**src/tbl_pkg.sv**
```systemverilog
// ----------------------------------------------------------------------------
// tbl_pkg
// shared types, constants and lookup functions of the tokenized basic lister
// ----------------------------------------------------------------------------
package tbl_pkg;

  // character and byte codes
  localparam logic [7:0] BYTE_LEAD = 8'hFF;
  localparam logic [7:0] BYTE_EOL  = 8'h00;
  localparam logic [7:0] TOKEN_MIN = 8'h80;
  localparam logic [7:0] CH_NL     = 8'h0A;
  localparam logic [7:0] CH_SPACE  = 8'h20;
  localparam logic [7:0] CH_ZERO   = 8'h30;
  localparam logic [7:0] CH_CLOSE  = 8'h5D;

  // prefix of an unknown token, left-justified
  localparam int unsigned    TOKPRE_LEN  = 9;
  localparam logic [71:0]    TOKPRE_TEXT = "[TOKEN:0x";
  localparam int unsigned    KW_MAX_LEN  = 8;
  localparam int unsigned    POS_W       = 4;

  // decimal conversion: q = (v * 52429) >> 19 equals v / 10 for 16-bit v
  localparam logic [31:0]    DIV10_MUL   = 32'd52429;
  localparam int unsigned    DIV10_SHIFT = 19;
  localparam int unsigned    NUM_W       = 16;
  localparam int unsigned    NUM_DIGITS  = 5;
  localparam int unsigned    NDIG_W      = 3;

  // command queue
  localparam int unsigned    FIFO_DEPTH  = 4;
  localparam int unsigned    FIFO_AW     = 2;

  typedef enum logic [2:0] {
    PH_START   = 3'd0,
    PH_LINK_LO = 3'd1,
    PH_LINK_HI = 3'd2,
    PH_NUM_LO  = 3'd3,
    PH_NUM_HI  = 3'd4,
    PH_BODY    = 3'd5,
    PH_DONE    = 3'd6
  } ph_e;

  typedef enum logic [1:0] {
    CMD_NUMBER  = 2'd0,
    CMD_CHAR    = 2'd1,
    CMD_TOKEN   = 2'd2,
    CMD_NEWLINE = 2'd3
  } cmd_e;

  typedef enum logic [3:0] {
    BK_IDLE   = 4'd0,
    BK_CONV   = 4'd1,
    BK_DIGIT  = 4'd2,
    BK_SPACE  = 4'd3,
    BK_KW     = 4'd4,
    BK_TOKPRE = 4'd5,
    BK_HEXHI  = 4'd6,
    BK_HEXLO  = 4'd7,
    BK_CLOSE  = 4'd8,
    BK_CHAR   = 4'd9,
    BK_NL     = 4'd10
  } bk_e;

  typedef struct packed {
    cmd_e              kind;
    logic [NUM_W-1:0]  value;   // line number, or the body byte in the low bits
    logic              add_nl;  // file ended here, close the line
  } tbl_cmd_t;

  typedef struct packed {
    logic [POS_W-1:0]      len;  // zero: no keyword for this code
    logic [8*KW_MAX_LEN-1:0] text; // left-justified, padded with spaces
  } kw_entry_t;

  function automatic logic [7:0] hex_char(input logic [3:0] nib);
    logic [7:0] c;
    if (nib < 4'd10) c = 8'h30 + {4'h0, nib};
    else             c = 8'h37 + {4'h0, nib};
    return c;
  endfunction

  function automatic logic [7:0] tokpre_char(input logic [POS_W-1:0] pos);
    logic [71:0] sh;
    sh = TOKPRE_TEXT << {pos, 3'b000};
    return sh[71:64];
  endfunction

  function automatic logic [7:0] kw_char(input logic [8*KW_MAX_LEN-1:0] text,
                                         input logic [POS_W-1:0] pos);
    logic [8*KW_MAX_LEN-1:0] sh;
    sh = text << {pos, 3'b000};
    return sh[8*KW_MAX_LEN-1 -: 8];
  endfunction

  function automatic kw_entry_t kw_lookup(input logic [6:0] code);
    kw_entry_t e;
    unique case (code)
      7'h01: e = '{4'd3, "END     "};
      7'h02: e = '{4'd3, "FOR     "};
      7'h03: e = '{4'd4, "NEXT    "};
      7'h04: e = '{4'd4, "DATA    "};
      7'h05: e = '{4'd5, "INPUT   "};
      7'h06: e = '{4'd3, "DIM     "};
      7'h07: e = '{4'd4, "READ    "};
      7'h08: e = '{4'd3, "LET     "};
      7'h09: e = '{4'd4, "GOTO    "};
      7'h0A: e = '{4'd3, "RUN     "};
      7'h0B: e = '{4'd2, "IF      "};
      7'h0C: e = '{4'd7, "RESTORE "};
      7'h0D: e = '{4'd5, "GOSUB   "};
      7'h0E: e = '{4'd6, "RETURN  "};
      7'h0F: e = '{4'd3, "REM     "};
      7'h11: e = '{4'd5, "PRINT   "};
      7'h12: e = '{4'd2, "ON      "};
      7'h16: e = '{4'd3, "DEF     "};
      7'h17: e = '{4'd4, "POKE    "};
      7'h18: e = '{4'd6, "PRINT#  "};
      7'h19: e = '{4'd6, "SECURE  "};
      7'h1A: e = '{4'd3, "CLS     "};
      7'h1B: e = '{4'd5, "WIDTH   "};
      7'h1C: e = '{4'd4, "ELSE    "};
      7'h1D: e = '{4'd4, "TRON    "};
      7'h1E: e = '{4'd5, "TROFF   "};
      7'h1F: e = '{4'd4, "SWAP    "};
      7'h20: e = '{4'd5, "ERASE   "};
      7'h21: e = '{4'd4, "EDIT    "};
      7'h22: e = '{4'd5, "ERROR   "};
      7'h23: e = '{4'd6, "RESUME  "};
      7'h24: e = '{4'd4, "PLAY    "};
      7'h25: e = '{4'd8, "ON/ERROR"};
      7'h26: e = '{4'd4, "LIST    "};
      7'h27: e = '{4'd3, "NEW     "};
      7'h28: e = '{4'd6, "ON/KEY  "};
      7'h29: e = '{4'd7, "ON/PLAY "};
      7'h2A: e = '{4'd8, "ON/TIMER"};
      7'h2B: e = '{4'd6, "OPTION  "};
      7'h2C: e = '{4'd7, "ENVIRON "};
      7'h2D: e = '{4'd6, "SYSTEM  "};
      7'h2E: e = '{4'd3, "KEY     "};
      7'h2F: e = '{4'd5, "SHELL   "};
      7'h30: e = '{4'd5, "CLOSE   "};
      7'h31: e = '{4'd4, "LOAD    "};
      7'h32: e = '{4'd5, "MERGE   "};
      7'h33: e = '{4'd4, "SAVE    "};
      7'h34: e = '{4'd5, "COLOR   "};
      7'h37: e = '{4'd4, "OPEN    "};
      7'h38: e = '{4'd5, "FIELD   "};
      7'h39: e = '{4'd3, "GET     "};
      7'h3A: e = '{4'd3, "PUT     "};
      7'h3B: e = '{4'd4, "SEEK    "};
      7'h3C: e = '{4'd5, "FILES   "};
      7'h3D: e = '{4'd4, "KILL    "};
      7'h3E: e = '{4'd5, "CHDIR   "};
      7'h3F: e = '{4'd5, "MKDIR   "};
      7'h40: e = '{4'd5, "RMDIR   "};
      7'h41: e = '{4'd4, "NAME    "};
      7'h42: e = '{4'd4, "LINE    "};
      7'h43: e = '{4'd6, "CIRCLE  "};
      7'h44: e = '{4'd4, "PSET    "};
      7'h45: e = '{4'd6, "PRESET  "};
      7'h46: e = '{4'd6, "SCREEN  "};
      7'h47: e = '{4'd5, "PAINT   "};
      7'h48: e = '{4'd5, "SOUND   "};
      7'h4C: e = '{4'd5, "USING   "};
      7'h4D: e = '{4'd4, "THEN    "};
      7'h4E: e = '{4'd2, "TO      "};
      7'h4F: e = '{4'd4, "STEP    "};
      7'h50: e = '{4'd3, "DIR     "};
      7'h51: e = '{4'd7, "SETATTR "};
      7'h52: e = '{4'd4, "LOCK    "};
      7'h53: e = '{4'd6, "UNLOCK  "};
      default: e = '{4'd0, 64'h0};
    endcase
    return e;
  endfunction

endpackage

```
**src/tbl_fifo.sv**
```systemverilog
// ----------------------------------------------------------------------------
// tbl_fifo
// small command queue between the byte parser and the character generator
// ----------------------------------------------------------------------------
module tbl_fifo
  import tbl_pkg::*;
(
  input  logic     clk_i,
  input  logic     rst_ni,
  input  logic     push_i,
  input  tbl_cmd_t push_cmd_i,
  output logic     full_o,
  input  logic     pop_i,
  output tbl_cmd_t head_o,
  output logic     empty_o
);

  tbl_cmd_t               mem_q [FIFO_DEPTH];
  logic [FIFO_AW-1:0]     wr_ptr_q, rd_ptr_q;
  logic [FIFO_AW:0]       cnt_q;
  logic                   do_push, do_pop;

  assign full_o  = (cnt_q == FIFO_AW'(0) + (FIFO_AW+1)'(FIFO_DEPTH));
  assign empty_o = (cnt_q == '0);
  assign head_o  = mem_q[rd_ptr_q];
  assign do_push = push_i && !full_o;
  assign do_pop  = pop_i && !empty_o;

  always_ff @(posedge clk_i) begin
    if (do_push) begin
      mem_q[wr_ptr_q] <= push_cmd_i;
    end
  end

  always_ff @(posedge clk_i or negedge rst_ni) begin
    if (!rst_ni) begin
      wr_ptr_q <= '0;
      rd_ptr_q <= '0;
      cnt_q    <= '0;
    end else begin
      if (do_push) wr_ptr_q <= wr_ptr_q + FIFO_AW'(1);
      if (do_pop)  rd_ptr_q <= rd_ptr_q + FIFO_AW'(1);
      unique case ({do_push, do_pop})
        2'b10:   cnt_q <= cnt_q + (FIFO_AW+1)'(1);
        2'b01:   cnt_q <= cnt_q - (FIFO_AW+1)'(1);
        default: cnt_q <= cnt_q;
      endcase
    end
  end

endmodule

```
**config.mk**
```make
export PLATFORM = sky130hd
export DESIGN_NAME = tbl_fifo
export DESIGN_NICKNAME = d
export VERILOG_FILES = /design/src/tbl_pkg.sv /design/src/tbl_fifo.sv
export SDC_FILE = /design/constraint.sdc
export NUM_CORES = 1
export LEC_CHECK = 0
export BUFFER_PORTS_ARGS = -buffer_cell sky130_fd_sc_hd__buf_2
export CORE_MARGIN = 10
export CORE_UTILIZATION = 45
export DETAILED_ROUTE_END_ITERATION = 16
export SLEW_MARGIN = 20
export SYNTH_ARGS = -nofsm -noshare
export SYNTH_HDL_FRONTEND = slang
export SYNTH_SLANG_ARGS = --single-unit
```
**constraint.sdc**
```tcl
create_clock -name clk_i -period 2.1 [get_ports clk_i]
set_input_delay 0.63 -clock clk_i [delete_from_list [all_inputs] [get_ports clk_i]]
set_output_delay 0.63 -clock clk_i [all_outputs]
set_load 0.01 [all_outputs]
```
; Word-level counts from Yosys, hierarchy flattened
; Memory sizes are Yosys's and may differ from the RTL's.
; Index checks and enable logic that the tools add are counted.
[op_classes]
add_sub_neg = 4
eq_ne = 3
mux = 3
n_reduce_logical = 6
[ops]
columns = cell, count
row1 = 3-bit one-hot mux with 2 select lines, 1
row2 = 2-bit by 1-bit adder with 2-bit output (second input constant), 2
row3 = 3-bit by 1-bit adder with 3-bit output (second input constant), 1
row4 = 3-bit == test (second input constant), 1
row5 = 3-bit zero test, 1
row6 = 3-bit by 1-bit subtractor with 3-bit output (second input constant), 1
row7 = 2-bit by 1-bit == test with 1-bit output (second input constant), 1
row8 = 2-bit == test (second input constant), 1
row9 = 1-bit logical AND, 2
row10 = 1-bit zero test, 2
row11 = 1-bit two-way mux, 2
row12 = 2-bit nonzero test, 1
[totals]
ff_bits = 7
ram_bits = 76
input_bits = 23
output_inout_bits = 21
elab_cells = 20
memories = 1
[mem_list]
columns = name, words, word_bits, read_ports, rd_clocked_by_memory_dff, write_ports, line_no
row1 = mem_q, 4, 19, 1, 0, 1, tbl_fifo.sv:18  ; tbl_cmd_t mem_q [FIFO_DEPTH];

; Depth between registers and ports, before layout
[depth]
ltp_word = 5
ltp_mapped = 9
ltp_nobuf = 9

; Worst setup path after synthesis
; No wires, ideal clock.
[synth_timing]
kind = reg2reg
startpoint = reg cnt_q[0]
endpoint = reg cnt_q[2]
arrival_time_ns = 1.839
setup_slack_ns = 0.182
path_stages_with_launch = 10
synth_period_minus_slack_ns = 1.918
path_cell_list = dfrtp_1 > nor3b_4 > nor2b_4 > inv_1 > ha_1 > inv_1 > fa_1 > xor2_1 > nor2_1 > xor2_1
[synth_between]
elab_chain_len = 5
word_cells_on_any_way = 12
cone_classes = add/sub (2) / eq/ne (3) / mux (1) / reduce/logical (6)
[synth_rtl]
columns = item, line_no
row1 = start: declaration, tbl_fifo.sv:20  ; logic [FIFO_AW:0] cnt_q;
row2 = start signal: assignment, tbl_fifo.sv:44  ; 2'b10: cnt_q <= cnt_q + (FIFO_AW+1)'(1);
row3 = start signal: assignment, tbl_fifo.sv:45  ; 2'b01: cnt_q <= cnt_q - (FIFO_AW+1)'(1);
row4 = start signal: assignment, tbl_fifo.sv:46  ; default: cnt_q <= cnt_q;
row5 = 3-bit == test *, tbl_fifo.sv:23  ; assign full_o = (cnt_q == FIFO_AW'(0) + (FIFO_AW+1)'(FIFO_DEPTH));
row6 = via full_o, tbl_fifo.sv:12  ; output logic full_o,
row7 = 1-bit zero test *, tbl_fifo.sv:26  ; assign do_push = push_i && !full_o;
row8 = 1-bit logical AND *, tbl_fifo.sv:26
row9 = 2-bit by 1-bit == test with 1-bit output or 2-bit == test (tied branches), tbl_fifo.sv:43  ; unique case ({do_push, do_pop})
row10 = 3-bit one-hot mux with 2 select lines or 2-bit nonzero test (tied branches), --
; Mark *: on every way through the listed nets, which the timed path passes. The rest lies on a longest branch.
; A chain may end at the register's enable or synchronous reset.

==> impl_metrics.py <==
metrics = {
    "clocking": {
        "htree_levels": 3,
        "cts_hold_buf": 0,
        "cts_tree": "done",
        "clk_latency_ns": 0.34,
        "cts_root_buf": "clkbuf_8",
        "path_clk_slew_ns": 0.08,
        "clock_sinks": 83,
        "numCtsBuffers": 9,
        "cts.path.max_buffers": 2,
    },
    "worst_setup_path": {
        "critPathRequiredTime_ns": 1.47,
        "timing.reg2reg.setup_slack_ns": 0.13,
        "worst_path_max_delay_cell": "mux4_2",
        "critPathCaptureType": "output port",
        "cp_cell_sequence": "buf_12, buf_12, mux4_2, buf_6",
        "cpMostUsedCell": "buf_12",
        "cp.arrival_ns": 1.67,
        "cp_max_fo": 5,
        "cp_top_family": "multiplexers",
        "crit_type": "reg -> out",
        "max_stage_delay_ns": 0.51,
        "path_buf_inv": 3,
        "worstSetupStartpointType": "flop",
    },
    "status": {
        "outcome": "finished with violations",
        "violations": "negative setup slack",
    },
    "detailed_routing": {
        "wl_per_cell_microns": 18.9,
        "drtIter0Drc": 42,
        "routed_wl_microns": 5700,
        "vias_per_cell": 4.96,
        "dr.pass1.iters": 4,
        "num_vias": 1492,
        "ant_nets": 0,
        "drc": 0,
    },
    "logic_synthesis": {
        "synth_enable_flop_cells": 76,
        "synth.most_common_cell": "edfxtp_1",
        "synth_top_cell_area_share_pct": 71.6,
        "yosys_warnings": 0,
        "synthDistinctLibCells": 19,
        "synthesis.area_sq_mm": 0.00319,
        "synth-async-reset-ratio_pct": 8.43,
        "ys_seq_area_share_pct": 77.1,
        "ys_top_cells_by_area": "edfxtp_1 (72%), mux4_2 (13%), dfrtp_1 (5.5%)",
        "syn_inst": 136,
        "syn_nets": 165,
        "ys.flop_type": "edfxtp_1",
        "synth_seq_cells": 83,
        "synth_area_leader_cell": "edfxtp_1",
        "avgSynthCellArea_sq_um": 23.4,
        "ys_top_cells_by_count": "edfxtp_1 (76), mux4_2 (19), dfrtp_1 (7)",
    },
    "global_routing": {
        "grt_max_degree": 20,
        "grt_pass1_vias": 1712,
        "grtUsageTotal_pct": 10.9,
        "grt_pass1_wl_microns": 9030,
        "antenna_found_initial": 0,
        "grt_overflow": 0,
    },
    "die": {
        "num_rows": 30,
        "die_h_microns": 104,
        "coreArea_sq_mm": 0.00683,
        "start_util_pct": 46.6,
        "dieArea_sq_mm": 0.0108,
        "ios": 44,
        "die_width_microns": 104,
    },
    "placed_design": {
        "dpl_cell_area_sq_mm": 0.00360,
        "dpl.hpwl_microns": 3730,
        "gp_congestion": 0.620,
        "port_buffers": 43,
    },
    "pwr": {
        "p_seq_share_pct": 42.0,
        "total_power_uw": 5630,
        "peakVddDrop_uv": 792,
        "switching_share_pct": 29.6,
        "p_leak_uw": 0.00144,
        "power.switching_uw": 1660,
        "p_clk_share_pct": 17.1,
        "p_int_uw": 3960,
        "p_per_area_mw_per_mm2": 1410,
        "combPwrFrac_pct": 40.9,
    },
    "layout": {
        "antenna_cells": 0,
        "syn_to_final_growth_pct": 25.6,
        "final_area_sq_mm": 0.00400,
        "fin_nets": 229,
        "drive_above_1_share_pct": 49.3,
    },
    "sta": {
        "drv_slew": 0,
        "fin_tns_setup_ns": -3.60,
        "setup_viol": 19,
        "fin_crit_sh_pct": 110,
        "holdWs_ns": 0.117,
        "hold_violations": 0,
        "worst_pin_slew_ns": 0.247,
        "max_clock_freq_mhz": 435,
        "worst_slack_ns": -0.201,
        "grt_setup_unrepaired": "true",
        "finalClockSkew_ns": 0.00861,
        "slew_headroom_pct": 83.6,
        "fin_crit_ns": 2.30,
    },
    "job": {
        "drv_cap": 0,
    },
    "hold_path": {
        "hp-class": "in -> async",
    },
}
cells by family after synthesis:
group                    after synthesis  share of synthesized area [%]
AO/OA/AOI/OAI                          1                          0.314
adder cells (fa/ha/maj)                6                           2.59
flip-flops                            83                           77.1
XOR/XNOR                               6                           1.65
AND/OR/NAND/NOR                        9                           2.36
multiplexers                          21                           14.2
buffers and inverters                 10                           1.73
routing by layer:
layer	wire length, microns	track usage [%]	part of all wire [%]	up-vias
met1	2280	11.4	40	774
met5	0	0	0	-
met4	64	5.37	1.1	0
met3	198	3.10	3.5	6
met2	3160	19.7	55	31
li1	-	-	-	681
cell usage in the layout (no fill, tap or decap), drive strengths merged:
master | synthesis | layout
and2 | 4 | 4
buf | 4 | 57
clkbuf | 0 | 9
clkinv | 0 | 4
clkinvlp | 0 | 3
dfrtp | 7 | 7
edfxtp | 76 | 76
fa | 1 | 1
ha | 5 | 5
inv | 6 | 6
mux2 | 1 | 1
mux2i | 1 | 1
mux4 | 19 | 19
nand2 | 1 | 1
nor2 | 1 | 1
nor2b | 1 | 1
nor3 | 1 | 1
nor3b | 1 | 1
o31a | 1 | 1
xnor2 | 3 | 3
xor2 | 3 | 3
state kept, by name (all words and copies together), names as in the netlist:
register,count
mem_q,76
wr_ptr_q,2
rd_ptr_q,2
cnt_q,3
worst register-to-register path, cell delays in order, from the launching register on:
cell     delay [ns]
dfrtp_1        0.44
nor3b_4        0.28
nor2b_4        0.10
inv_1          0.07
ha_1           0.18
inv_1          0.06
fa_1           0.37
xor2_1         0.15
nor2_1         0.11
xor2_1         0.14
final cells by class:
type	instances	area, sq um
multi-input cells	43	673
clock inverters	7	45.0
inverters	6	22.5
well taps	96	120
clock buffers	9	124
flip-flops and latches	83	2460
fillers	527	2830
repair buffers	57	556
repair_timing:
action                                  CTS  global route
setup buffers                             3             1
hold endpoints to repair                  0             0
gates resized for setup                  11             9
pin swaps                                 0             1
cloned                                    3             0
endpoints found under the setup margin   19            20
final timing paths:
kind | endpoint | from | cells past startpoint
max | head_o[7] | rd_ptr_q[0]$_DFFE_PN0P_ | 4
min | cnt_q[1]$_DFFE_PN0P_ | rst_ni | 1
max reg2reg | cnt_q[2]$_DFFE_PN0P_ | cnt_q[1]$_DFFE_PN0P_ | 9
min reg2reg | cnt_q[2]$_DFFE_PN0P_ | cnt_q[2]$_DFFE_PN0P_ | 1
max in group asynchronous | rd_ptr_q[0]$_DFFE_PN0P_ | rst_ni | 1
min in group clk_i | mem_q[0][5]$_DFFE_PP_ | push_cmd_i[5] | 1
through the flow:
stage	setup slack, ns	cells	utilization [%]
after CTS	-0.225	300	57.8
final	-0.201	301	58.6
after global routing	-0.266	301	58.6
after global placement	0.108	278	52.7
after detailed placement	0.0552	278	52.7
after floorplan	0.182	136	-
power groups by stage:
stage / logic, uW / clock network [uW] / registers [uW]
finish: 2300 / 960 / 2370
global route: 2470 / 1060 / 2410
CTS: 2230 / 998 / 2370
detailed placement: 1790 / 0 / 2400
global placement: 1740 / 0 / 2370
floorplan: 1150 / 0 / 2340
(Power assumes the default switching activity.)
