`config.mk`:
```
export PLATFORM = sky130hd
export DESIGN_NAME = tbl_front
export DESIGN_NICKNAME = d
export VERILOG_FILES = /design/src/tbl_pkg.sv /design/src/tbl_front.sv
export SDC_FILE = /design/constraint.sdc
export NUM_CORES = 1
export LEC_CHECK = 0
export BUFFER_PORTS_ARGS = -buffer_cell sky130_fd_sc_hd__buf_2
export CORE_UTILIZATION = 40
export DETAILED_ROUTE_END_ITERATION = 8
export GPL_TIMING_DRIVEN = 0
export PLACE_DENSITY = 0.79
export SLEW_MARGIN = 25
export SYNTH_ARGS = -nofsm -noshare
export SYNTH_HDL_FRONTEND = slang
export SYNTH_SLANG_ARGS = --single-unit
```
`constraint.sdc`:
```
create_clock -name clk_i -period 1.92 [get_ports clk_i]
set_input_delay 0.096 -clock clk_i [delete_from_list [all_inputs] [get_ports clk_i]]
set_output_delay 0.096 -clock clk_i [all_outputs]
set_load 0.05 [all_outputs]
```
`src/tbl_pkg.sv`:
```
// ----------------------------------------------------------------------------
// tbl_pkg
// shared types, constants and lookup functions of the tokenized basic lister
// ----------------------------------------------------------------------------
package tbl_pkg;

  // character and byte codes
  localparam logic [7:0] BYTE_LEAD = 8'hFF;
  localparam logic [7:0] BYTE_EOL  = 8'h00;
  localparam logic [7:0] TOKEN_MIN = 8'h80;
  localparam logic [7:0] CH_NL     = 8'h0A;
  localparam logic [7:0] CH_SPACE  = 8'h20;
  localparam logic [7:0] CH_ZERO   = 8'h30;
  localparam logic [7:0] CH_CLOSE  = 8'h5D;

  // prefix of an unknown token, left-justified
  localparam int unsigned    TOKPRE_LEN  = 9;
  localparam logic [71:0]    TOKPRE_TEXT = "[TOKEN:0x";
  localparam int unsigned    KW_MAX_LEN  = 8;
  localparam int unsigned    POS_W       = 4;

  // decimal conversion: q = (v * 52429) >> 19 equals v / 10 for 16-bit v
  localparam logic [31:0]    DIV10_MUL   = 32'd52429;
  localparam int unsigned    DIV10_SHIFT = 19;
  localparam int unsigned    NUM_W       = 16;
  localparam int unsigned    NUM_DIGITS  = 5;
  localparam int unsigned    NDIG_W      = 3;

  // command queue
  localparam int unsigned    FIFO_DEPTH  = 4;
  localparam int unsigned    FIFO_AW     = 2;

  typedef enum logic [2:0] {
    PH_START   = 3'd0,
    PH_LINK_LO = 3'd1,
    PH_LINK_HI = 3'd2,
    PH_NUM_LO  = 3'd3,
    PH_NUM_HI  = 3'd4,
    PH_BODY    = 3'd5,
    PH_DONE    = 3'd6
  } ph_e;

  typedef enum logic [1:0] {
    CMD_NUMBER  = 2'd0,
    CMD_CHAR    = 2'd1,
    CMD_TOKEN   = 2'd2,
    CMD_NEWLINE = 2'd3
  } cmd_e;

  typedef enum logic [3:0] {
    BK_IDLE   = 4'd0,
    BK_CONV   = 4'd1,
    BK_DIGIT  = 4'd2,
    BK_SPACE  = 4'd3,
    BK_KW     = 4'd4,
    BK_TOKPRE = 4'd5,
    BK_HEXHI  = 4'd6,
    BK_HEXLO  = 4'd7,
    BK_CLOSE  = 4'd8,
    BK_CHAR   = 4'd9,
    BK_NL     = 4'd10
  } bk_e;

  typedef struct packed {
    cmd_e              kind;
    logic [NUM_W-1:0]  value;   // line number, or the body byte in the low bits
    logic              add_nl;  // file ended here, close the line
  } tbl_cmd_t;

  typedef struct packed {
    logic [POS_W-1:0]      len;  // zero: no keyword for this code
    logic [8*KW_MAX_LEN-1:0] text; // left-justified, padded with spaces
  } kw_entry_t;

  function automatic logic [7:0] hex_char(input logic [3:0] nib);
    logic [7:0] c;
    if (nib < 4'd10) c = 8'h30 + {4'h0, nib};
    else             c = 8'h37 + {4'h0, nib};
    return c;
  endfunction

  function automatic logic [7:0] tokpre_char(input logic [POS_W-1:0] pos);
    logic [71:0] sh;
    sh = TOKPRE_TEXT << {pos, 3'b000};
    return sh[71:64];
  endfunction

  function automatic logic [7:0] kw_char(input logic [8*KW_MAX_LEN-1:0] text,
                                         input logic [POS_W-1:0] pos);
    logic [8*KW_MAX_LEN-1:0] sh;
    sh = text << {pos, 3'b000};
    return sh[8*KW_MAX_LEN-1 -: 8];
  endfunction

  function automatic kw_entry_t kw_lookup(input logic [6:0] code);
    kw_entry_t e;
    unique case (code)
      7'h01: e = '{4'd3, "END     "};
      7'h02: e = '{4'd3, "FOR     "};
      7'h03: e = '{4'd4, "NEXT    "};
      7'h04: e = '{4'd4, "DATA    "};
      7'h05: e = '{4'd5, "INPUT   "};
      7'h06: e = '{4'd3, "DIM     "};
      7'h07: e = '{4'd4, "READ    "};
      7'h08: e = '{4'd3, "LET     "};
      7'h09: e = '{4'd4, "GOTO    "};
      7'h0A: e = '{4'd3, "RUN     "};
      7'h0B: e = '{4'd2, "IF      "};
      7'h0C: e = '{4'd7, "RESTORE "};
      7'h0D: e = '{4'd5, "GOSUB   "};
      7'h0E: e = '{4'd6, "RETURN  "};
      7'h0F: e = '{4'd3, "REM     "};
      7'h11: e = '{4'd5, "PRINT   "};
      7'h12: e = '{4'd2, "ON      "};
      7'h16: e = '{4'd3, "DEF     "};
      7'h17: e = '{4'd4, "POKE    "};
      7'h18: e = '{4'd6, "PRINT#  "};
      7'h19: e = '{4'd6, "SECURE  "};
      7'h1A: e = '{4'd3, "CLS     "};
      7'h1B: e = '{4'd5, "WIDTH   "};
      7'h1C: e = '{4'd4, "ELSE    "};
      7'h1D: e = '{4'd4, "TRON    "};
      7'h1E: e = '{4'd5, "TROFF   "};
      7'h1F: e = '{4'd4, "SWAP    "};
      7'h20: e = '{4'd5, "ERASE   "};
      7'h21: e = '{4'd4, "EDIT    "};
      7'h22: e = '{4'd5, "ERROR   "};
      7'h23: e = '{4'd6, "RESUME  "};
      7'h24: e = '{4'd4, "PLAY    "};
      7'h25: e = '{4'd8, "ON/ERROR"};
      7'h26: e = '{4'd4, "LIST    "};
      7'h27: e = '{4'd3, "NEW     "};
      7'h28: e = '{4'd6, "ON/KEY  "};
      7'h29: e = '{4'd7, "ON/PLAY "};
      7'h2A: e = '{4'd8, "ON/TIMER"};
      7'h2B: e = '{4'd6, "OPTION  "};
      7'h2C: e = '{4'd7, "ENVIRON "};
      7'h2D: e = '{4'd6, "SYSTEM  "};
      7'h2E: e = '{4'd3, "KEY     "};
      7'h2F: e = '{4'd5, "SHELL   "};
      7'h30: e = '{4'd5, "CLOSE   "};
      7'h31: e = '{4'd4, "LOAD    "};
      7'h32: e = '{4'd5, "MERGE   "};
      7'h33: e = '{4'd4, "SAVE    "};
      7'h34: e = '{4'd5, "COLOR   "};
      7'h37: e = '{4'd4, "OPEN    "};
      7'h38: e = '{4'd5, "FIELD   "};
      7'h39: e = '{4'd3, "GET     "};
      7'h3A: e = '{4'd3, "PUT     "};
      7'h3B: e = '{4'd4, "SEEK    "};
      7'h3C: e = '{4'd5, "FILES   "};
      7'h3D: e = '{4'd4, "KILL    "};
      7'h3E: e = '{4'd5, "CHDIR   "};
      7'h3F: e = '{4'd5, "MKDIR   "};
      7'h40: e = '{4'd5, "RMDIR   "};
      7'h41: e = '{4'd4, "NAME    "};
      7'h42: e = '{4'd4, "LINE    "};
      7'h43: e = '{4'd6, "CIRCLE  "};
      7'h44: e = '{4'd4, "PSET    "};
      7'h45: e = '{4'd6, "PRESET  "};
      7'h46: e = '{4'd6, "SCREEN  "};
      7'h47: e = '{4'd5, "PAINT   "};
      7'h48: e = '{4'd5, "SOUND   "};
      7'h4C: e = '{4'd5, "USING   "};
      7'h4D: e = '{4'd4, "THEN    "};
      7'h4E: e = '{4'd2, "TO      "};
      7'h4F: e = '{4'd4, "STEP    "};
      7'h50: e = '{4'd3, "DIR     "};
      7'h51: e = '{4'd7, "SETATTR "};
      7'h52: e = '{4'd4, "LOCK    "};
      7'h53: e = '{4'd6, "UNLOCK  "};
      default: e = '{4'd0, 64'h0};
    endcase
    return e;
  endfunction

endpackage

```
`src/tbl_front.sv`:
```
// ----------------------------------------------------------------------------
// tbl_front
// parses file bytes into line number and body commands
// ----------------------------------------------------------------------------
module tbl_front
  import tbl_pkg::*;
(
  input  logic     clk_i,
  input  logic     rst_ni,
  input  logic     valid_i,
  output logic     ready_o,
  input  logic [7:0] file_byte_i,
  input  logic     end_of_file_i,
  input  logic     full_i,
  output logic     push_o,
  output tbl_cmd_t cmd_o
);

  ph_e        ph_q, ph_d;
  logic [7:0] held_q, held_d;
  logic       acc;

  assign ready_o = !full_i;
  assign acc     = valid_i && ready_o;

  // next phase
  always_comb begin
    ph_d = ph_q;
    if (acc) begin
      if (end_of_file_i) begin
        ph_d = PH_START;
      end else begin
        unique case (ph_q)
          PH_START:   ph_d = (file_byte_i == BYTE_LEAD) ? PH_LINK_LO : PH_LINK_HI;
          PH_LINK_LO: ph_d = PH_LINK_HI;
          PH_LINK_HI: ph_d = (held_q == 8'h00 && file_byte_i == 8'h00) ? PH_DONE
                                                                       : PH_NUM_LO;
          PH_NUM_LO:  ph_d = PH_NUM_HI;
          PH_NUM_HI:  ph_d = PH_BODY;
          PH_BODY:    ph_d = (file_byte_i == BYTE_EOL) ? PH_LINK_LO : PH_BODY;
          default:    ph_d = ph_q;
        endcase
      end
    end
  end

  // held byte and command output
  always_comb begin
    held_d       = held_q;
    push_o       = 1'b0;
    cmd_o.kind   = CMD_CHAR;
    cmd_o.value  = {8'h00, file_byte_i};
    cmd_o.add_nl = end_of_file_i;
    if (acc) begin
      unique case (ph_q)
        PH_START: begin
          if (file_byte_i != BYTE_LEAD) held_d = file_byte_i;
        end
        PH_LINK_LO, PH_NUM_LO: begin
          held_d = file_byte_i;
        end
        PH_NUM_HI: begin
          push_o      = 1'b1;
          cmd_o.kind  = CMD_NUMBER;
          cmd_o.value = {file_byte_i, held_q};
        end
        PH_BODY: begin
          push_o = 1'b1;
          if (file_byte_i == BYTE_EOL) begin
            cmd_o.kind   = CMD_NEWLINE;
            cmd_o.add_nl = 1'b0;
          end else if (file_byte_i >= TOKEN_MIN) begin
            cmd_o.kind = CMD_TOKEN;
          end
        end
        default: ;
      endcase
      if (end_of_file_i) held_d = 8'h00;
    end
  end

  always_ff @(posedge clk_i or negedge rst_ni) begin
    if (!rst_ni) begin
      ph_q   <= PH_START;
      held_q <= 8'h00;
    end else begin
      ph_q   <= ph_d;
      held_q <= held_d;
    end
  end

endmodule

```
After elaboration in Yosys (flattened, before gate mapping)
Index checks and enable logic that the tools add are counted.
{"block": "classes", "order_cmp": 1, "n_eq_ne": 8, "muxes": 17, "n_reduce_logical": 12}
{"operator": "$mux W19", "n": 1}
{"operator": "$pmux W3 S6", "n": 1}
{"operator": "$logic_not A8 Y1", "n": 2}
{"operator": "$mux W16", "n": 1}
{"operator": "$mux W8", "n": 2}
{"operator": "$pmux W8 S2", "n": 1}
{"operator": "$mux W3", "n": 3}
{"operator": "$eq A8 B8 Y1 const B", "n": 1}
{"operator": "$ge A8 B8 Y1 const B", "n": 1}
{"operator": "$ne A8 B8 Y1 const B", "n": 1}
{"operator": "$reduce_bool A7 Y1", "n": 1}
{"operator": "$eq A3 B2 Y1 const B", "n": 2}
{"operator": "$eq A3 B3 Y1 const B", "n": 2}
{"operator": "$mux W2", "n": 3}
{"operator": "$mux W1", "n": 4}
{"operator": "$pmux W2 S2", "n": 1}
{"operator": "$reduce_or A2 Y1", "n": 2}
{"operator": "$eq A3 B1 Y1 const B", "n": 1}
{"operator": "$logic_not A3 Y1", "n": 1}
{"operator": "$ne A3 B3 Y1 const B", "n": 1}
{"operator": "$reduce_and A3 Y1", "n": 1}
{"operator": "$reduce_bool A3 Y1", "n": 1}
{"operator": "$logic_and A1 B1 Y1", "n": 2}
{"operator": "$reduce_and A2 Y1", "n": 1}
{"operator": "$logic_not A1 Y1", "n": 1}
{"block": "totals", "reg_bits": 11, "output_inout_bits": 21, "wordCells": 40}

Depth between registers and ports, before layout
Gate-level depths: netlist (run 1).
{"block": "logic_depth", "word_depth": 5, "depth_mapped": 5, "mapped_depth_nobuf": 4}

Worst setup path after synthesis (run 1)
Ideal clock, no wire load.
{"block": "synth_timing", "kind": "register to output", "start": "reg ph_q[1]", "end": "out cmd_o[17] (netlist bit)", "t_arrival_ps": 2716, "required_time_ps": 1824, "path_slack_ps": -892, "path_stages_with_launch": 4, "cell_sequence": "dfrtp_1 > buf_2 > nor3_1 > o21ai_0"}
{"item": "from (decl)", "line": "tbl_front.sv:19", "text": "ph_e ph_q, ph_d;"}
{"item": "from (signal assigned)", "line": "tbl_front.sv:87", "text": "ph_q <= ph_d;"}
{"item": "to (decl)", "line": "tbl_front.sv:16", "text": "output tbl_cmd_t cmd_o"}

==> results.sh, run 1 <==
export IMPL_vias=938
export IMPL_swShare_pct=38.7
export IMPL_cts_tree="built"
export IMPL_n_fill_cell=180
export IMPL_cts_buffers=3
export IMPL_die_area_um2=2260
export IMPL_syn_to_final_growth_pct=46.4
export IMPL_antenna_left=0
export IMPL_io_pins=34
export IMPL_hpwl_um=1690
export IMPL_hold_violations=0
export IMPL_drv_cap=0
export IMPL_fp_coreArea_um2=1960
export IMPL_worst_slew_pin_slew_ns=0.637
export IMPL_gr_usage_all_layers_pct=23.5
export IMPL_synth_largest_area_cell="dfrtp_1"
export IMPL_final_common_cell="buf_2"
export IMPL_crit_arrival_ns=1.76
export IMPL_final_cell_area_um2=1220
export IMPL_htree_num_levels=1
export IMPL_antenna_found_initial=0
export IMPL_io_buffers=33
export IMPL_clock_latency_ns=0.27
export IMPL_synth_area_leaders="dfrtp_1 (33%), mux2_2 (9.5%), and4_1 (6.3%), and2_1 (6.0%), a221o_1 (4.8%)"
export IMPL_fp_dieH_um=47.6
export IMPL_max_slew_margin_pct=57.2
export IMPL_die_w_um=47.6
export IMPL_place_inst=152
export IMPL_clock_sinks=11
export IMPL_worstPathCellList="inv_4 -> nor4_4 -> buf_4 -> mux2_4 -> buf_8"
export IMPL_critPathMaxStageDelay_ns=0.39
export IMPL_setup_viol=0
export IMPL_fmax_mhz=539
export IMPL_required_ns=1.82
export IMPL_rows=16
export IMPL_peakVddDrop_uv=373
export IMPL_place_congestion=0.822
export IMPL_layout_common_cells="buf_2 (25), nand2_1 (9), dfrtp_1 (9)"
export IMPL_clockRootBuffer="clkbuf_4"
export IMPL_nets=147
export IMPL_outcome="finished clean"
export IMPL_syn_inst=92
export IMPL_setup_worst_path_start_class="flip-flop"
export IMPL_ys_ff_latch=11
export IMPL_period_needed_ns=1.86
export IMPL_drv_slew=0
export IMPL_initial_core_util_pct=42.3
export IMPL_yosysWarnings=0
export IMPL_fin_ws_ns=0.0645
export IMPL_end_kind="output port"
export IMPL_power_internal_mw=0.507
export IMPL_synth_distinct_cells=29
export IMPL_fin_crit_sh_pct=96.6
export IMPL_drt_iter0_markers=22
export IMPL_slowest_stage="dfrtp_2"
export IMPL_grt_pass1_wl_um=3680
export IMPL_synth_area_um2=831
export IMPL_p_per_area_nw_per_um2=681
export IMPL_seqPwrFrac_pct=43.4
export IMPL_viasPerCell=5.86
export IMPL_drive_gt1_share_pct=41.4
export IMPL_path_class="reg -> out"
export IMPL_grt_pass1_vias=840
export IMPL_dr_pass1_iters=4
export IMPL_fin_skew_ns=0.000180
export IMPL_wire_per_inst_um=15.8
export IMPL_grt_max_degree=12
export IMPL_p_leak_nw=0.580
export IMPL_cts_buffer_depth=2
export IMPL_whs_ns=0.128
export IMPL_synth_fp_nets=105
export IMPL_antennaDiodeCount=0
export IMPL_ys_seq_area_share_pct=33.1
export IMPL_placed_area_um2=1040
export IMPL_final_util_pct=62.0
export IMPL_wirelength_um=2530
export IMPL_rsz0062_at_grt="false"
export IMPL_pre_cts_ws_ns=-0.0480
export IMPL_clkSlewWorstSetupHoldPaths_ns=0.07
export IMPL_synth_top_area_share_pct=33.1
export IMPL_switching_power_mw=0.321
export IMPL_clockPowerShare_pct=19.7
export IMPL_p_comb_share_pct=36.8
export IMPL_setup_tns_ns=0
export IMPL_path_max_fanout=5
export IMPL_postSynthAreaPerCell_um2=9.03
export IMPL_drcViolationCount=0
export IMPL_layoutNonFillerInstCount=160
export IMPL_power_mw=0.828
export IMPL_min_path_type="in -> reg"
export IMPL_grt_overflow=0
## final cells by class
cell class | instances | area, um^2 | area share (%)
well taps | 27 | 33.8 | 2.78
plain buffers | 2 | 8.76 | 0.720
clock buffers | 4 | 26.3 | 2.16
repair buffers | 39 | 288 | 23.7
flip-flops and latches | 11 | 278 | 22.8
multi-input cells | 72 | 561 | 46.1
inverters | 5 | 21.3 | 1.75
## synthesized netlist by cell type, drive strengths merged
library cell and number:
a211o 1, clkbuf 2, nor4 4, nor3 3
nand2b 1, nor2b 1, o21a 1, buf 2
o22a 1, or4 1, a311oi 1, a221o 4
nand2 9, and2 8, or3 1, a21oi 3
a32o 4, a31oi 2, o21ai 5, mux2 7
dfrtp 11, inv 5, and3 3, o31ai 3
and4 6, nor2 2, nand3b 1
## cell families (layout without fill, tap and decap cells)
logic type	Yosys count	in the layout	synth area share (%)
multiplexers	7	7	9.49
AND/OR/NAND/NOR	40	40	30.3
AO/OA/AOI/OAI	25	25	22.7
flip-flops	11	11	33.1
buffers and inverters	9	50	4.37
## worst max-delay path: cells and delay by family, from the launching register on
family                 cells  cell delay (ns)
buffers and inverters      3             0.43
flip-flops                 1             0.39
multiplexers               1             0.32
AND/OR/NAND/NOR            1             0.35
## repair_timing
action / in CTS / in global routing
pin swaps: 1 / 1
setup endpoints to repair: 16 / 16
endpoints found under the hold margin: 11 / 0
setup buffers: 4 / 1
hold buffers: 1 / 0
gates resized for setup: 22 / 13
## flip-flops by register name, summed over array words and instances (netlist names)
name,count
ph_q,3
held_q,8
## layer usage
| metal | track usage, % | up-vias | wire length, um |
|---|---|---|---|
| li1 | - | 443 | - |
| met1 | 30.3 | 448 | 1080 |
| met2 | 39.2 | 41 | 1250 |
| met3 | 7.17 | 6 | 164 |
| met4 | 4.44 | 0 | 44 |
| met5 | 0 | - | 0 |
## power groups by stage
| stage | registers [mW] | clock network, mW | logic, mW |
|---|---|---|---|
| 2_1_floorplan | 0.328 | 0 | 0.212 |
| 3_3_place_gp | 0.344 | 0 | 0.270 |
| 3_5_place_dp | 0.346 | 0 | 0.277 |
| 4_1_cts | 0.351 | 0.163 | 0.298 |
| 5_1_grt | 0.368 | 0.180 | 0.331 |
| 6_report | 0.360 | 0.163 | 0.305 |
## final timing paths
check / startpoint / to / slack [ns] / cells past startpoint
min in group asynchronous: rst_ni / ph_q[1] / 0.22 / 2
setup / recovery: ph_q[2] / cmd_o[4] / 0.06 / 5
setup reg to reg: ph_q[2] / ph_q[2] / 0.15 / 5
hold / removal: file_byte_i[1] / held_q[1] / 0.13 / 2
hold reg to reg: held_q[0] / held_q[0] / 0.52 / 1
max in group asynchronous: rst_ni / ph_q[2] / 1.48 / 2
No activity file was read; power rests on OpenSTA's default activity.
==> run 2: changes to the inputs <==
Settings changed: CORE_UTILIZATION 40 to 37, PLACE_DENSITY 0.79 to 0.75.
==> run 2 against run 1 <==
  * Utilization fell by 1.9 points
  * Hold slack got worse by 0.010 ns
  * Flip-flop and latch count did not move
  * Largest power group unchanged
  * Highest routed layer unchanged
==> results.sh, run 2 (synthesized netlist as in run 1, its figures left out) <==
export IMPL_io_pins=34
export IMPL_r2r_end="ph_q[2]"
export IMPL_max_slew_margin_pct=59.7
export IMPL_place_inst=152
export IMPL_crit_arrival_ns=1.77
export IMPL_drive_gt1_share_pct=42.2
export IMPL_vias=928
export IMPL_fp_coreArea_um2=2040
export IMPL_setup_tns_ns=0
export IMPL_drcViolationCount=0
export IMPL_clkSlewWorstSetupHoldPaths_ns=0.08
export IMPL_fin_crit_sh_pct=97.4
export IMPL_top_register="held_q"
export IMPL_fin_skew_ns=0.00416
export IMPL_wirelength_um=2650
export IMPL_io_buffers=33
export IMPL_wire_per_inst_um=16.4
export IMPL_clock_sinks=11
export IMPL_cp_startpoint="ph_q[2]"
export IMPL_layout_common_cells="buf_2 (24), nand2_1 (9), dfrtp_1 (9)"
export IMPL_outcome="finished clean"
export IMPL_end_kind="output port"
export IMPL_min_path_type="in -> reg"
export IMPL_cts_buffers=3
export IMPL_final_common_cell="buf_2"
export IMPL_setup_worst_path_start_class="flip-flop"
export IMPL_viasPerCell=5.73
export IMPL_r2r_slack_ns=0.26
export IMPL_die_w_um=49.4
export IMPL_antennaDiodeCount=0
export IMPL_die_area_um2=2440
export IMPL_clock_latency_ns=0.28
export IMPL_crit_path_end="cmd_o[3]"
export IMPL_peakVddDrop_uv=369
export IMPL_p_leak_nw=0.584
export IMPL_clockRootBuffer="clkbuf_4"
export IMPL_cts_buffer_depth=2
export IMPL_path_class="reg -> out"
export IMPL_drv_slew=0
export IMPL_p_per_area_nw_per_um2=685
export IMPL_layoutNonFillerInstCount=162
export IMPL_ff2ff_path_depth=4
export IMPL_grt_pass1_wl_um=4150
export IMPL_whs_ns=0.118
export IMPL_grt_pass1_vias=869
export IMPL_gr_usage_all_layers_pct=22.4
export IMPL_rsz0062_at_grt="true"
export IMPL_syn_to_final_growth_pct=47.6
export IMPL_path_max_fanout=4
export IMPL_pre_cts_ws_ns=-0.0314
export IMPL_grt_overflow=0
export IMPL_worst_slew_pin_slew_ns=0.599
export IMPL_min_from="file_byte_i[0]"
export IMPL_setup_viol=0
export IMPL_hold_violations=0
export IMPL_drt_iter0_markers=29
export IMPL_fp_dieH_um=49.4
export IMPL_period_needed_ns=1.87
export IMPL_worstReg2RegStart="ph_q[2]"
export IMPL_required_ns=1.82
export IMPL_nets=149
export IMPL_largestRegisters="held_q: 8 flops, ph_q: 3 flops"
export IMPL_htree_num_levels=1
export IMPL_largest_reg_flops=8
export IMPL_fin_ws_ns=0.0497
export IMPL_fmax_mhz=535
export IMPL_antenna_found_initial=0
export IMPL_drv_cap=0
export IMPL_initial_core_util_pct=40.7
export IMPL_rows=16
export IMPL_grt_max_degree=12
export IMPL_place_congestion=0.875
export IMPL_dr_pass1_iters=4
export IMPL_antenna_left=0
export IMPL_hpwl_um=1790
export IMPL_power_mw=0.840
export IMPL_cts_tree="built"
## run 2: changes by cell type in the layout (fill, tap and decap cells not counted), sizes merged
cell  before  now
buf       37   39
## run 2: area by class of cell
type | count | area (um^2)
multi-input cells | 72 | 557
repair buffers | 41 | 299
plain buffers | 2 | 11.3
fillers | 191 | 816
well taps | 27 | 33.8
clock buffers | 4 | 26.3
inverters | 5 | 21.3
flip-flops and latches | 11 | 278
## run 2: how the worst min path moves through the flow
stage / cells past startpoint / end / slack (ns)
global route: 2 / held_q[0] / 0.12
floorplan: 0 / held_q[0] / -0.20
finish: 2 / held_q[0] / 0.12
global placement: 1 / ph_q[1] / -0.02
CTS: 2 / held_q[0] / 0.12
detailed placement: 1 / held_q[6] / -0.01
## run 2: layer usage
metal  wire length, um  vias up  global-route usage (%)  share of wire (%)
met2              1340       36                    36.8                 51
met4                 8        0                    7.14               0.30
li1                  -      446                       -                  -
met3               218        2                    8.72                8.2
met5                 0        -                       0                  0
met1              1080      444                    26.5                 41
## run 2: report_power, final
| group | leakage [nW] | switching (mW) | internal, mW | total [mW] |
|---|---|---|---|---|
| clock network | 0.0150 | 0.0869 | 0.0807 | 0.168 |
| registers | 0.139 | 0.0679 | 0.291 | 0.359 |
| logic | 0.430 | 0.174 | 0.139 | 0.313 |
| total | 0.584 | 0.329 | 0.511 | 0.840 |
## run 2: critical path, stage by stage, from the launching register on
cell,delay [ns]
dfrtp_2,0.39
inv_4,0.05
nor4_4,0.38
buf_4,0.21
mux2_4,0.31
buf_8,0.15
## run 2: metrics by stage
stage	cell area (um^2)	utilization, %
after floorplan	846	-
after global placement	1040	51.2
after detailed placement	1040	51.2
after CTS	1200	58.6
after global routing	1230	60.0
final	1230	60.0
## run 2: what timing repair did
action,4_1_cts,5_1_grt
hold endpoints to repair,11,0
endpoints found under the setup margin,16,16
hold buffers,1,0
pin swaps,1,1
setup buffers,5,2
gates cloned,0,0
resized for setup,25,10
